===== src/rtl/core/drive_init_sequencer_unit_defines.svh =====
// assertion macros for the drive start-up sequencer
`ifndef DRIVE_INIT_SEQUENCER_UNIT_DEFINES_SVH
`define DRIVE_INIT_SEQUENCER_UNIT_DEFINES_SVH
`ifndef SYNTHESIS
// property that must hold at every clock edge outside reset
`define DIS_ASSERT(lbl, clk, rstn, prop) \
  lbl: assert property (@(posedge clk) disable iff (!rstn) (prop)) \
    else $error("drive init sequencer check failed");
// condition that must be followed in the next cycle by a consequence
`define DIS_ASSERT_NEXT(lbl, clk, rstn, pre, post) \
  lbl: assert property (@(posedge clk) disable iff (!rstn) (pre) |=> (post)) \
    else $error("drive init sequencer check failed");
`else
`define DIS_ASSERT(lbl, clk, rstn, prop)
`define DIS_ASSERT_NEXT(lbl, clk, rstn, pre, post)
`endif
`endif


===== src/rtl/core/dis_pkg.sv =====
// types and constants shared by the drive start-up sequencer
`default_nettype none
package dis_pkg;

  // sequence phases
  typedef enum logic [3:0] {
    PhReady     = 4'd0,
    PhDisable   = 4'd1,
    PhTx        = 4'd2,
    PhUndisable = 4'd3,
    PhAcc       = 4'd4,
    PhDec       = 4'd5,
    PhClear     = 4'd6,
    PhDone      = 4'd7,
    PhError     = 4'd8
  } phase_e;

  // input opcodes
  typedef enum logic {
    OpStep    = 1'b0,
    OpRestart = 1'b1
  } opcode_e;

  // configuration register indexes
  localparam int unsigned CfgIdxW = 8;
  localparam int unsigned CfgDataW = 16;
  localparam logic [CfgIdxW-1:0] CfgActionInterval = 8'd0;
  localparam logic [CfgIdxW-1:0] CfgTimeout        = 8'd1;

  // configuration reset values
  localparam logic [CfgDataW-1:0] ActionIntervalRst = 16'd101;
  localparam logic [CfgDataW-1:0] TimeoutRst        = 16'd2000;

  // command frame bytes
  localparam logic [7:0] CmdRegRead     = 8'h3D;
  localparam logic [7:0] CmdRegMode     = 8'h51;
  localparam logic [7:0] CmdRegAcc      = 8'h35;
  localparam logic [7:0] CmdRegDec      = 8'hED;
  localparam logic [7:0] CmdRegClearErr = 8'h8E;
  localparam logic [7:0] RdReadyStatus  = 8'hE2;
  localparam logic [7:0] RdTxEnable     = 8'hE8;
  localparam logic [7:0] ModeDisable    = 8'h04;
  localparam logic [7:0] AccRampLow     = 8'hF4;
  localparam logic [7:0] AccRampHigh    = 8'h01;
  localparam logic [7:0] DecRampLow     = 8'hE8;
  localparam logic [7:0] DecRampHigh    = 8'h03;

  typedef struct packed {
    logic [CfgDataW-1:0] action_interval_ms;
    logic [CfgDataW-1:0] timeout_ms;
  } cfg_t;

  typedef struct packed {
    opcode_e     opcode;
    logic [31:0] now_ms;
    logic        ready_ack;
    logic        transmit_ack;
  } item_t;

  typedef struct packed {
    phase_e      phase;
    logic [31:0] phase_start_ms;
    logic [31:0] last_send_ms;
    logic        undisable_sent;
  } state_t;

  typedef struct packed {
    logic       send_valid;
    logic [7:0] cmd_register;
    logic [7:0] cmd_data_low;
    logic [7:0] cmd_data_high;
    logic       initialized;
    logic       failed;
    logic [3:0] phase_now;
  } result_t;

endpackage
`default_nettype wire


===== src/rtl/core/dis_if.sv =====
// handshake channels of the drive start-up sequencer
`default_nettype none
interface dis_in_if;
  logic        valid;
  logic        ready;
  logic        opcode;
  logic [31:0] now_ms;
  logic        ready_ack;
  logic        transmit_ack;

  modport source (output valid, opcode, now_ms, ready_ack, transmit_ack, input ready);
  modport sink (input valid, opcode, now_ms, ready_ack, transmit_ack, output ready);
endinterface

interface dis_out_if;
  logic       valid;
  logic       ready;
  logic       send_valid;
  logic [7:0] cmd_register;
  logic [7:0] cmd_data_low;
  logic [7:0] cmd_data_high;
  logic       initialized;
  logic       failed;
  logic [3:0] phase_now;

  modport source (output valid, send_valid, cmd_register, cmd_data_low, cmd_data_high,
                  initialized, failed, phase_now, input ready);
  modport sink (input valid, send_valid, cmd_register, cmd_data_low, cmd_data_high,
                initialized, failed, phase_now, output ready);
endinterface

interface dis_cfg_if;
  logic                         valid;
  logic                         ready;
  logic [dis_pkg::CfgIdxW-1:0]  index;
  logic [dis_pkg::CfgDataW-1:0] data;

  modport source (output valid, index, data, input ready);
  modport sink (input valid, index, data, output ready);
endinterface
`default_nettype wire


===== src/rtl/core/dis_cfg.sv =====
// configuration registers of the drive start-up sequencer
`default_nettype none
module dis_cfg (
  input  wire logic    clk_i,
  input  wire logic    rst_ni,
  dis_cfg_if.sink      cfg_i,
  output dis_pkg::cfg_t cfg_o
);

  logic [dis_pkg::CfgDataW-1:0] action_interval_q;
  logic [dis_pkg::CfgDataW-1:0] timeout_q;

  // writes are always taken
  assign cfg_i.ready = 1'b1;

  // register write decode, unknown indexes are dropped
  always_ff @(posedge clk_i or negedge rst_ni) begin
    if (!rst_ni) begin
      action_interval_q <= dis_pkg::ActionIntervalRst;
      timeout_q         <= dis_pkg::TimeoutRst;
    end else if (cfg_i.valid) begin
      case (cfg_i.index)
        dis_pkg::CfgActionInterval: action_interval_q <= cfg_i.data;
        dis_pkg::CfgTimeout:        timeout_q         <= cfg_i.data;
        default: ;
      endcase
    end
  end

  assign cfg_o.action_interval_ms = action_interval_q;
  assign cfg_o.timeout_ms         = timeout_q;

endmodule
`default_nettype wire


===== src/rtl/core/dis_step.sv =====
// one sequencer step: next state and result frame from the current state
`default_nettype none
module dis_step (
  input  wire dis_pkg::cfg_t    cfg_i,
  input  wire dis_pkg::state_t  state_i,
  input  wire dis_pkg::item_t   item_i,
  output dis_pkg::state_t  state_o,
  output dis_pkg::result_t result_o
);

  logic [31:0] since_send;
  logic [31:0] since_start;
  logic        poll_due;
  logic        timed_out;
  logic        send;
  logic [7:0]  b_reg;
  logic [7:0]  b_low;
  logic [7:0]  b_high;
  logic        init_flag;
  dis_pkg::state_t nxt;

  // wrap-around time differences
  assign since_send  = item_i.now_ms - state_i.last_send_ms;
  assign since_start = item_i.now_ms - state_i.phase_start_ms;
  assign poll_due    = since_send >= {16'd0, cfg_i.action_interval_ms};
  assign timed_out   = since_start >= {16'd0, cfg_i.timeout_ms};

  // phase transitions and frame selection
  always_comb begin
    nxt       = state_i;
    send      = 1'b0;
    b_reg     = 8'd0;
    b_low     = 8'd0;
    b_high    = 8'd0;
    init_flag = 1'b0;
    if (item_i.opcode == dis_pkg::OpRestart) begin
      nxt.phase          = dis_pkg::PhReady;
      nxt.phase_start_ms = item_i.now_ms;
      nxt.last_send_ms   = 32'd0;
      nxt.undisable_sent = 1'b0;
    end else begin
      case (state_i.phase)
        dis_pkg::PhReady: begin
          if (poll_due) begin
            send             = 1'b1;
            b_reg            = dis_pkg::CmdRegRead;
            b_low            = dis_pkg::RdReadyStatus;
            nxt.last_send_ms = item_i.now_ms;
          end
          if (item_i.ready_ack) begin
            nxt.phase          = dis_pkg::PhDisable;
            nxt.undisable_sent = 1'b0;
          end else if (timed_out) begin
            nxt.phase = dis_pkg::PhError;
          end
        end
        dis_pkg::PhDisable: begin
          send      = 1'b1;
          b_reg     = dis_pkg::CmdRegMode;
          b_low     = dis_pkg::ModeDisable;
          nxt.phase = dis_pkg::PhTx;
        end
        dis_pkg::PhTx: begin
          if (poll_due) begin
            send             = 1'b1;
            b_reg            = dis_pkg::CmdRegRead;
            b_low            = dis_pkg::RdTxEnable;
            nxt.last_send_ms = item_i.now_ms;
          end
          if (item_i.transmit_ack) begin
            nxt.phase          = dis_pkg::PhUndisable;
            nxt.undisable_sent = 1'b0;
            nxt.phase_start_ms = item_i.now_ms;
            nxt.last_send_ms   = item_i.now_ms;
          end else if (timed_out) begin
            nxt.phase = dis_pkg::PhError;
          end
        end
        dis_pkg::PhUndisable: begin
          // the frame is sent once and the step moves on to PhAcc; with the flag set it idles here
          if (!state_i.undisable_sent) begin
            send               = 1'b1;
            b_reg              = dis_pkg::CmdRegMode;
            nxt.undisable_sent = 1'b1;
            nxt.phase          = dis_pkg::PhAcc;
          end
        end
        dis_pkg::PhAcc: begin
          send      = 1'b1;
          b_reg     = dis_pkg::CmdRegAcc;
          b_low     = dis_pkg::AccRampLow;
          b_high    = dis_pkg::AccRampHigh;
          nxt.phase = dis_pkg::PhDec;
        end
        dis_pkg::PhDec: begin
          send      = 1'b1;
          b_reg     = dis_pkg::CmdRegDec;
          b_low     = dis_pkg::DecRampLow;
          b_high    = dis_pkg::DecRampHigh;
          nxt.phase = dis_pkg::PhClear;
        end
        dis_pkg::PhClear: begin
          send      = 1'b1;
          b_reg     = dis_pkg::CmdRegClearErr;
          nxt.phase = dis_pkg::PhDone;
        end
        dis_pkg::PhDone: begin
          init_flag = 1'b1;
        end
        dis_pkg::PhError: ;
        default: begin
          nxt.phase = dis_pkg::PhError;
        end
      endcase
    end
  end

  assign state_o = nxt;

  // result item
  assign result_o.send_valid    = send;
  assign result_o.cmd_register  = b_reg;
  assign result_o.cmd_data_low  = b_low;
  assign result_o.cmd_data_high = b_high;
  assign result_o.initialized   = init_flag;
  assign result_o.failed        = (nxt.phase == dis_pkg::PhError);
  assign result_o.phase_now     = nxt.phase;

endmodule
`default_nettype wire


===== src/rtl/core/drive_init_sequencer_unit.sv =====
// top level of the drive start-up sequencer
//
//  port    dir  role
//  in_i    in   step items: opcode, now_ms, ready_ack, transmit_ack
//  out_o   out  result items: command frame, initialized, failed, phase_now
//  cfg_i   in   register writes: index, data
//
// one item per cycle sustained while the output is taken; each item waits in the input
// register until the output register is free or taken, then moves into it.
// a result becomes valid when its item leaves the input register and stays valid
// until it is taken.
// the sequencer state is updated when an item moves to the output register.
// reset returns the sequence to the ready poll and the registers to defaults.
// a stalled output holds the result and the input register in place.
`default_nettype none
`include "drive_init_sequencer_unit_defines.svh"
module drive_init_sequencer_unit (
  input  wire logic clk_i,
  input  wire logic rst_ni,
  dis_in_if.sink    in_i,
  dis_out_if.source out_o,
  dis_cfg_if.sink   cfg_i
);

  dis_pkg::cfg_t    cfg;
  dis_pkg::item_t   item_q;
  logic             item_valid_q;
  dis_pkg::state_t  state_q;
  dis_pkg::state_t  state_d;
  dis_pkg::result_t res_q;
  dis_pkg::result_t res_d;
  logic             out_valid_q;
  logic             advance;

  // configuration registers
  dis_cfg u_cfg (
    .clk_i  (clk_i),
    .rst_ni (rst_ni),
    .cfg_i  (cfg_i),
    .cfg_o  (cfg)
  );

  // step logic between input and output registers
  dis_step u_step (
    .cfg_i    (cfg),
    .state_i  (state_q),
    .item_i   (item_q),
    .state_o  (state_d),
    .result_o (res_d)
  );

  // flow control
  assign advance    = item_valid_q && (!out_valid_q || out_o.ready);
  assign in_i.ready = !item_valid_q || advance;

  // input register
  always_ff @(posedge clk_i or negedge rst_ni) begin
    if (!rst_ni) begin
      item_valid_q <= 1'b0;
    end else if (in_i.valid && in_i.ready) begin
      item_valid_q <= 1'b1;
    end else if (advance) begin
      item_valid_q <= 1'b0;
    end
  end

  always_ff @(posedge clk_i) begin
    if (in_i.valid && in_i.ready) begin
      item_q.opcode       <= dis_pkg::opcode_e'(in_i.opcode);
      item_q.now_ms       <= in_i.now_ms;
      item_q.ready_ack    <= in_i.ready_ack;
      item_q.transmit_ack <= in_i.transmit_ack;
    end
  end

  // sequencer state
  always_ff @(posedge clk_i or negedge rst_ni) begin
    if (!rst_ni) begin
      state_q.phase          <= dis_pkg::PhReady;
      state_q.phase_start_ms <= 32'd0;
      state_q.last_send_ms   <= 32'd0;
      state_q.undisable_sent <= 1'b0;
    end else if (advance) begin
      state_q <= state_d;
    end
  end

  // output register
  always_ff @(posedge clk_i or negedge rst_ni) begin
    if (!rst_ni) begin
      out_valid_q <= 1'b0;
    end else if (advance) begin
      out_valid_q <= 1'b1;
    end else if (out_o.ready) begin
      out_valid_q <= 1'b0;
    end
  end

  always_ff @(posedge clk_i) begin
    if (advance) begin
      res_q <= res_d;
    end
  end

  assign out_o.valid         = out_valid_q;
  assign out_o.send_valid    = res_q.send_valid;
  assign out_o.cmd_register  = res_q.cmd_register;
  assign out_o.cmd_data_low  = res_q.cmd_data_low;
  assign out_o.cmd_data_high = res_q.cmd_data_high;
  assign out_o.initialized   = res_q.initialized;
  assign out_o.failed        = res_q.failed;
  assign out_o.phase_now     = res_q.phase_now;

  // checks
  `DIS_ASSERT_NEXT(a_adv_gives_result, clk_i, rst_ni, advance, out_valid_q)
  `DIS_ASSERT(a_idle_frame_zero, clk_i, rst_ni,
    (out_valid_q && !res_q.send_valid) |-> (res_q.cmd_register == 8'd0 &&
    res_q.cmd_data_low == 8'd0 && res_q.cmd_data_high == 8'd0))
  `DIS_ASSERT(a_failed_matches, clk_i, rst_ni,
    out_valid_q |-> (res_q.failed == (res_q.phase_now == dis_pkg::PhError)))
  `DIS_ASSERT(a_init_in_done, clk_i, rst_ni,
    (out_valid_q && res_q.initialized) |-> (res_q.phase_now == dis_pkg::PhDone))
  `DIS_ASSERT_NEXT(a_error_sticky, clk_i, rst_ni,
    (state_q.phase == dis_pkg::PhError &&
    !(advance && item_q.opcode == dis_pkg::OpRestart)),
    (state_q.phase == dis_pkg::PhError))

endmodule
`default_nettype wire


===== src/flat_wrapper.sv =====
// flat-port wrapper written by rule: the top's interface ports become plain ports
module drive_init_sequencer_unit_flat 
  (clk_i, rst_ni, in_i_valid, in_i_opcode, in_i_now_ms, in_i_ready_ack, in_i_transmit_ack, in_i_ready, out_o_valid, out_o_send_valid, out_o_cmd_register, out_o_cmd_data_low, out_o_cmd_data_high, out_o_initialized, out_o_failed, out_o_phase_now, out_o_ready, cfg_i_valid, cfg_i_index, cfg_i_data, cfg_i_ready);
  dis_in_if in_i_i ();
  dis_out_if out_o_i ();
  dis_cfg_if cfg_i_i ();
  input  wire logic clk_i;
  input  wire logic rst_ni;
  input wire logic [$bits(in_i_i.valid)-1:0] in_i_valid;
  input wire logic [$bits(in_i_i.opcode)-1:0] in_i_opcode;
  input wire logic [$bits(in_i_i.now_ms)-1:0] in_i_now_ms;
  input wire logic [$bits(in_i_i.ready_ack)-1:0] in_i_ready_ack;
  input wire logic [$bits(in_i_i.transmit_ack)-1:0] in_i_transmit_ack;
  output wire logic [$bits(in_i_i.ready)-1:0] in_i_ready;
  output wire logic [$bits(out_o_i.valid)-1:0] out_o_valid;
  output wire logic [$bits(out_o_i.send_valid)-1:0] out_o_send_valid;
  output wire logic [$bits(out_o_i.cmd_register)-1:0] out_o_cmd_register;
  output wire logic [$bits(out_o_i.cmd_data_low)-1:0] out_o_cmd_data_low;
  output wire logic [$bits(out_o_i.cmd_data_high)-1:0] out_o_cmd_data_high;
  output wire logic [$bits(out_o_i.initialized)-1:0] out_o_initialized;
  output wire logic [$bits(out_o_i.failed)-1:0] out_o_failed;
  output wire logic [$bits(out_o_i.phase_now)-1:0] out_o_phase_now;
  input wire logic [$bits(out_o_i.ready)-1:0] out_o_ready;
  input wire logic [$bits(cfg_i_i.valid)-1:0] cfg_i_valid;
  input wire logic [$bits(cfg_i_i.index)-1:0] cfg_i_index;
  input wire logic [$bits(cfg_i_i.data)-1:0] cfg_i_data;
  output wire logic [$bits(cfg_i_i.ready)-1:0] cfg_i_ready;
  assign in_i_i.valid = in_i_valid;
  assign in_i_i.opcode = in_i_opcode;
  assign in_i_i.now_ms = in_i_now_ms;
  assign in_i_i.ready_ack = in_i_ready_ack;
  assign in_i_i.transmit_ack = in_i_transmit_ack;
  assign in_i_ready = in_i_i.ready;
  assign out_o_valid = out_o_i.valid;
  assign out_o_send_valid = out_o_i.send_valid;
  assign out_o_cmd_register = out_o_i.cmd_register;
  assign out_o_cmd_data_low = out_o_i.cmd_data_low;
  assign out_o_cmd_data_high = out_o_i.cmd_data_high;
  assign out_o_initialized = out_o_i.initialized;
  assign out_o_failed = out_o_i.failed;
  assign out_o_phase_now = out_o_i.phase_now;
  assign out_o_i.ready = out_o_ready;
  assign cfg_i_i.valid = cfg_i_valid;
  assign cfg_i_i.index = cfg_i_index;
  assign cfg_i_i.data = cfg_i_data;
  assign cfg_i_ready = cfg_i_i.ready;
  drive_init_sequencer_unit u_core (.clk_i(clk_i), .rst_ni(rst_ni), .in_i(in_i_i), .out_o(out_o_i), .cfg_i(cfg_i_i));
endmodule

===== config.mk =====
export PLATFORM = sky130hd
export DESIGN_NAME = drive_init_sequencer_unit_flat
export DESIGN_NICKNAME = d
export VERILOG_FILES = /design/src/rtl/core/dis_pkg.sv /design/src/rtl/core/dis_if.sv /design/src/rtl/core/dis_cfg.sv /design/src/rtl/core/dis_step.sv /design/src/rtl/core/drive_init_sequencer_unit.sv /design/src/flat_wrapper.sv
export VERILOG_INCLUDE_DIRS = /design/src /design/src/rtl/core
export SDC_FILE = /design/constraint.sdc
export NUM_CORES = 1
export LEC_CHECK = 0
export BUFFER_PORTS_ARGS = -buffer_cell sky130_fd_sc_hd__buf_2
export CAP_MARGIN = 20
export CORE_ASPECT_RATIO = 1.1
export CORE_MARGIN = 8
export CORE_UTILIZATION = 35
export CTS_BUF_LIST = sky130_fd_sc_hd__clkbuf_4
export DETAILED_ROUTE_END_ITERATION = 16
export GPL_TIMING_DRIVEN = 0
export PLACE_DENSITY = 0.49
export SLEW_MARGIN = 20
export SYNTH_ARGS = -nofsm -noshare
export SYNTH_HDL_FRONTEND = slang
export SYNTH_SLANG_ARGS = --single-unit

===== constraint.sdc =====
create_clock -name clk_i -period 8.3 [get_ports clk_i]
set_clock_uncertainty 0.05 [all_clocks]
set_input_delay 0.83 -clock clk_i [delete_from_list [all_inputs] [get_ports clk_i]]
set_output_delay 0.83 -clock clk_i [all_outputs]
set_load 0.005 [all_outputs]

**After elaboration in Yosys (flattened, before gate mapping)**

Cells that the tools add are included.

- Flip-flop bits (word level): 169
- Latch bits: 0
- Memory bits (writable): 0
- Memory bits (read-only): 0
- Word-level logic and storage cells: 84
- Memories kept: 0

- Add/sub/neg operators: 2
- Multipliers: 0
- Divide/modulo/power cells: 0
- Order comparisons: 2
- Eq/ne operators: 12
- Shift-type cells: 0
- Multiplexer cells: 27
- Bitwise operators: 0
- Reduce and logical (&&, ||, !) cells: 22

Operators by type and width:

| cell | count |
|---|---|
| 69-bit two-way mux | 1 |
| 65-bit two-way mux | 1 |
| 32-bit by 16-bit >= comparator with 1-bit output | 2 |
| 32-bit two-way mux | 2 |
| 32-bit one-hot mux with 2 select lines | 1 |
| 32-bit subtractor | 2 |
| 8-bit one-hot mux with 6 select lines | 1 |
| 8-bit one-hot mux with 5 select lines | 1 |
| 4-bit one-hot mux with 8 select lines | 1 |
| 4-bit by 3-bit == test with 1-bit output, second input constant | 4 |
| 4-bit two-way mux | 4 |
| 8-bit two-way mux | 2 |
| 4-bit by 2-bit == test with 1-bit output, second input constant | 2 |
| 4-bit == test, second input constant | 2 |
| 8-bit by 1-bit == test with 1-bit output, second input constant | 1 |
| 8-bit zero test | 1 |
| 1-bit two-way mux | 8 |
| 2-bit nonzero test | 4 |
| 7-bit two-way mux | 1 |
| 6-bit two-way mux | 1 |
| 3-bit by 1-bit != test with 1-bit output, second input constant | 2 |
| 1-bit one-hot mux with 3 select lines | 2 |
| 2-bit AND reduction | 3 |
| 4-bit by 1-bit == test with 1-bit output, second input constant | 1 |
| 11 further kinds | 15 |

**Depth between registers and ports, before layout**

- Depth in word-level cells: 7
- Mapped depth: 22

**Hierarchy**

A second synthesis with hierarchy kept.

- Cell total of the unflattened synthesis: 1244
- Area, all modules: 12505.7 sq um

Modules (own cells, without submodules):

| module | times used | cells an instance | area each (sq um) | sequential area each (sq um) |
|---|---|---|---|---|
| dis_step | 1 | 950 | 6533.8 | 0.0 |
| drive_init_sequencer_unit | 1 | 220 | 4669.5 | 3758.6 |
| dis_cfg | 1 | 74 | 1302.5 | 813.3 |

**Least setup slack after synthesis**

OpenSTA, ideal clock, no wires.

- Path kind: flip-flop to flip-flop
- From: reg u_core.item_q[6] in the netlist's numbering
- To: reg u_core.res_q, in the netlist u_core.out_o.phase_now[1] (data pin)
- Arrival: 4258 ps
- Required time: 8118 ps
- Path slack: 3861 ps
- Cell stages (with the launch flop): 20
- Cell sequence: edfxtp_1 > ha_1 > a21o_1 > a31oi_1 > a211oi_1 > nor2_1 > o21ai_0 > a21oi_1 > xnor2_1 > ha_1 > nand4_1 > nor2_1 > a211oi_1 > o22ai_1 > a311o_1 > nor3_1 > nand4_1 > or4b_1 > or4_4 > nand2_1

RTL lines:

| item | line | source |
|---|---|---|
| start, declared | drive_init_sequencer_unit.sv:26 | `dis_pkg::item_t item_q;` |
| end signal, assigned | drive_init_sequencer_unit.sv:101 | `res_q <= res_d;` |
| end, declared | drive_init_sequencer_unit.sv:30 | `dis_pkg::result_t res_q;` |

**Worst setup path in the final report**

- From: reg u_core.item_q[2] in the netlist's numbering
- To: reg u_core.state_q[30] in the netlist's numbering

- Word-level cells in the longest chain between the ends: 6

RTL lines:

| item | line | source |
|---|---|---|
| 32-bit subtractor (*) | dis_step.sv:23 | `assign since_send = item_i.now_ms - state_i.last_send_ms;` |
| 32-bit by 16-bit >= comparator with 1-bit output (*) | dis_step.sv:25 | `assign poll_due = since_send >= {16'd0, cfg_i.action_interval_ms};` |
| 32-bit two-way mux (*) | n/a |  |
| 65-bit two-way mux | n/a |  |
| 32-bit one-hot mux with 2 select lines (*) | n/a |  |
| 69-bit two-way mux (*) | n/a |  |
| end signal, assigned | drive_init_sequencer_unit.sv:84 | `state_q <= state_d;` |
| end, declared | drive_init_sequencer_unit.sv:28 | `dis_pkg::state_t state_q;` |

Every way passes the cells marked *; elsewhere a longest branch is shown, timed or not. The select of a mux whose other input is x is not followed.
A chain may end at the register's enable or synchronous reset.

==> metrics.txt <==
status=completed; CTS tree=done; vias=9,098; CP arrival=6.33 ns; area share of fa/ha/maj cells after synthesis=11.2%; Yosys Warn Count=0; EDFF count, synth=57; flop2flop setup slack=2.45 ns; vias in the first global route=8,964; first-pass GRT wire length=49.3 mm; Final TNS setup=0 ns; Reg2Reg Launch Point=u_core.item_q[2]; Worst Setup End Kind=register; WL per Instance=18.0 µm; final setup violation count=0; Pre-antenna DRT Iters=4; post-CTS sizing=0; largest net degree at the start of global routing=76; worst-margin pin slew=1.03 ns; Reg clk slew, reported paths=0.17 ns; DP Area=11,900 µm²; Avg Inst Size Synth=9.12 µm²; WS Path Type=register to register; Synth Area in XOR/XNOR=3.70%; P_leak=5.25 nW; Iteration-0 DRC Markers=584; number of port buffers=89; Initial Utilization=35.7%; Die X=184 µm; final cycle utilization of the critical path=70.5%; Mapped Area=10,900 µm²; peak supply drop=0.0856 mV; Synth Area in Compound Gates=20.5%; Seq/Total Area, Yosys=39.5%; Tmin final=5.85 ns; Tightest Hold Check Type=input port to register; Synth async-reset ratio=64.4%; Final nets=1,471; grt met3 use=3.08%; Max Cap Viol=0; CTS sink cnt=160; Pwr Density=275 nW/µm²; commonest non-fill, non-tap cells in the layout=inv_1, nand2_1, buf_2, ha_1, dfrtp_1; core area=30,500 µm²; met1 Usage GRT=22.8%; busiest layer in global routing=met2; Die Span Y=201 µm; initial antenna violation count=1; simple-gate area share of the yosys netlist=15.9%; CP Max Fanout=10; drt drc=0; TritonCTS Buffers=17; FF+latch count, synth=160; final worst slack=2.45 ns; post-DP HPWL=24.8 mm; final hold slack=0.315 ns; Mapped Cells=1,194; GRT Total Usage=16.9%; Finished Cell Area=12,300 µm²; DRT antenna net count=0; WL final=31.2 mm; Place WS=2.46 ns; count of different cell masters after synthesis=80; gr ovfl total=0; Slew Viols, Final=0; most common cell after layout, fill and taps aside=inv_1; placer congestion estimate=0.880; H-Tree Depth=4; post-DR vias/cell=5.23; ratio of cells with drive above 1 in the final layout=15.2%; Slew HR=31.5%; Top FF cell, synth=dfrtp_1; met2 usage=27.0%; CTS Buffer Depth=2; Area Growth Syn to Fin=12.9%; hold path startpoint=in_i_now_ms[18]; Die ar.=37,000 µm²; worst path required time=8.78 ns; Core Rows=67; f_max=171 MHz; critical path startpoint category=register; Fin. Hold Viols=0; RSZ-0062 raised after global routing=no; worst setup path startpoint=u_core.item_q[2]; CTS root buf=clkbuf_4; mux share of post-synthesis cell area=2.41%; Worst-Skew Late Latency=0.62 ns; I/O Pins=98; main combinational cell family by area after synthesis=compound AO/OA/AOI/OAI gates; Final Util=40.3%
-- final cells by class --
class                   count  area [µm²]
well taps                 414         518
plain buffers              63         329
clock buffers              18         135
fillers                  3147       18200
inverters                 110         413
repair buffers             92         509
diodes                      1        2.50
flip-flops and latches    160        4300
clock inverters            14         205
multi-input cells         867        5880
-- report_power, final --
part           leakage, nW  internal, mW  switching, mW
clock                0.180         0.248          0.316
sequential            1.83         0.969         0.0776
combinational         3.24         0.683           1.09
total                 5.25          1.90           1.48
-- Yosys cell counts (5+ instances only) --
library cell	count	area share, %
inv_1	110	3.8
clkbuf_1	37	1.3
nand3_1	62	2.8
edfxtp_1	57	16
nand2_1	101	3.5
xnor2_1	27	2.2
nor2_1	73	2.5
a22o_1	33	2.7
dfstp_2	10	2.4
buf_2	7	0.32
o21ai_0	92	4.2
a21o_1	12	0.83
nand4_1	24	1.4
o2111ai_1	6	0.48
o22ai_1	6	0.34
mux2i_1	6	0.55
a2111oi_0	5	0.40
a21oi_1	89	4.1
ha_1	94	11
xor2_1	19	1.5
o211ai_1	10	0.69
a211oi_1	10	0.69
o31ai_1	7	0.48
buf_4	16	1.1
nand2b_1	7	0.40
o21ai_1	5	0.23
and2_1	6	0.34
o21a_1	10	0.69
mux2_2	18	1.9
nor3_1	29	1.3
and3_1	9	0.52
nor4_1	6	0.34
nor2b_1	6	0.34
dfrtp_1	93	21
-- through the flow --
step                      std cells  power, mW
after floorplan                1200       2.34
after global placement         1703       2.81
after detailed placement       1705       2.83
after CTS                      1738       3.41
after global routing           1739       3.67
final                          1739       3.38
-- sequential cells by signal (all words and copies together) (netlist names) --
signal / cells
u_core.u_cfg.action_interval_q: 16
u_core.out_o.initialized: 1
u_core.out_o.failed: 1
u_core.out_o.send_valid: 1
u_core.out_o.cmd_data_high: 2
u_core.item_valid_q: 1
u_core.out_o.cmd_data_low: 5
u_core.out_o.phase_now: 4
u_core.state_q: 69
u_core.item_q: 35
u_core.out_o.valid: 1
u_core.u_cfg.timeout_q: 16
u_core.out_o.cmd_register: 8
-- logic make-up after synthesis --
group | Yosys count
DFF | 160
and+or+nand+nor | 354
other | 2
muxes | 24
xor gates and xnor gates | 46
AOI/OAI and AO/OA | 339
buffers and inverters | 173
adders and majority gates | 96
-- per-layer routing --
metal	wire, µm	up-vias
met5	0	-
met4	569	0
met3	1350	33
met2	14400	182
met1	15000	4320
li1	-	4563
-- worst paths after layout --
kind | end | depth (start not counted)
worst min register to register | u_core.out_o.valid | 1
worst max register to register | u_core.state_q[30] | 20
min in group asynchronous | u_core.state_q[19] | 2
worst max-delay path | u_core.state_q[30] | 20
worst min-delay path | u_core.item_q[20] | 1
max in group asynchronous | u_core.u_cfg.timeout_q[9] | 3
-- critical path: stages (launching register included) --
cell and delay, ns:
edfxtp_1 0.56, inv_1 0.13, ha_1 0.23, inv_1 0.07
fa_1 0.42, a211oi_2 0.29, o21ai_1 0.17, nand3_1 0.11
and2_1 0.14, xnor2_1 0.22, ha_1 0.33, a21oi_1 0.15
nor2_1 0.05, a2111oi_0 0.32, o21ai_0 0.29, a21oi_1 0.34
nor3b_1 0.22, o2111ai_1 0.25, o221ai_2 0.76, clkbuf_1 0.46
a22o_1 0.20
-- what timing repair did --
action                    CTS  global route
hold endpoints to repair   28             0
setup buffers               0             0
hold buffers                1             0
No activity file was read; power rests on OpenSTA's default activity.
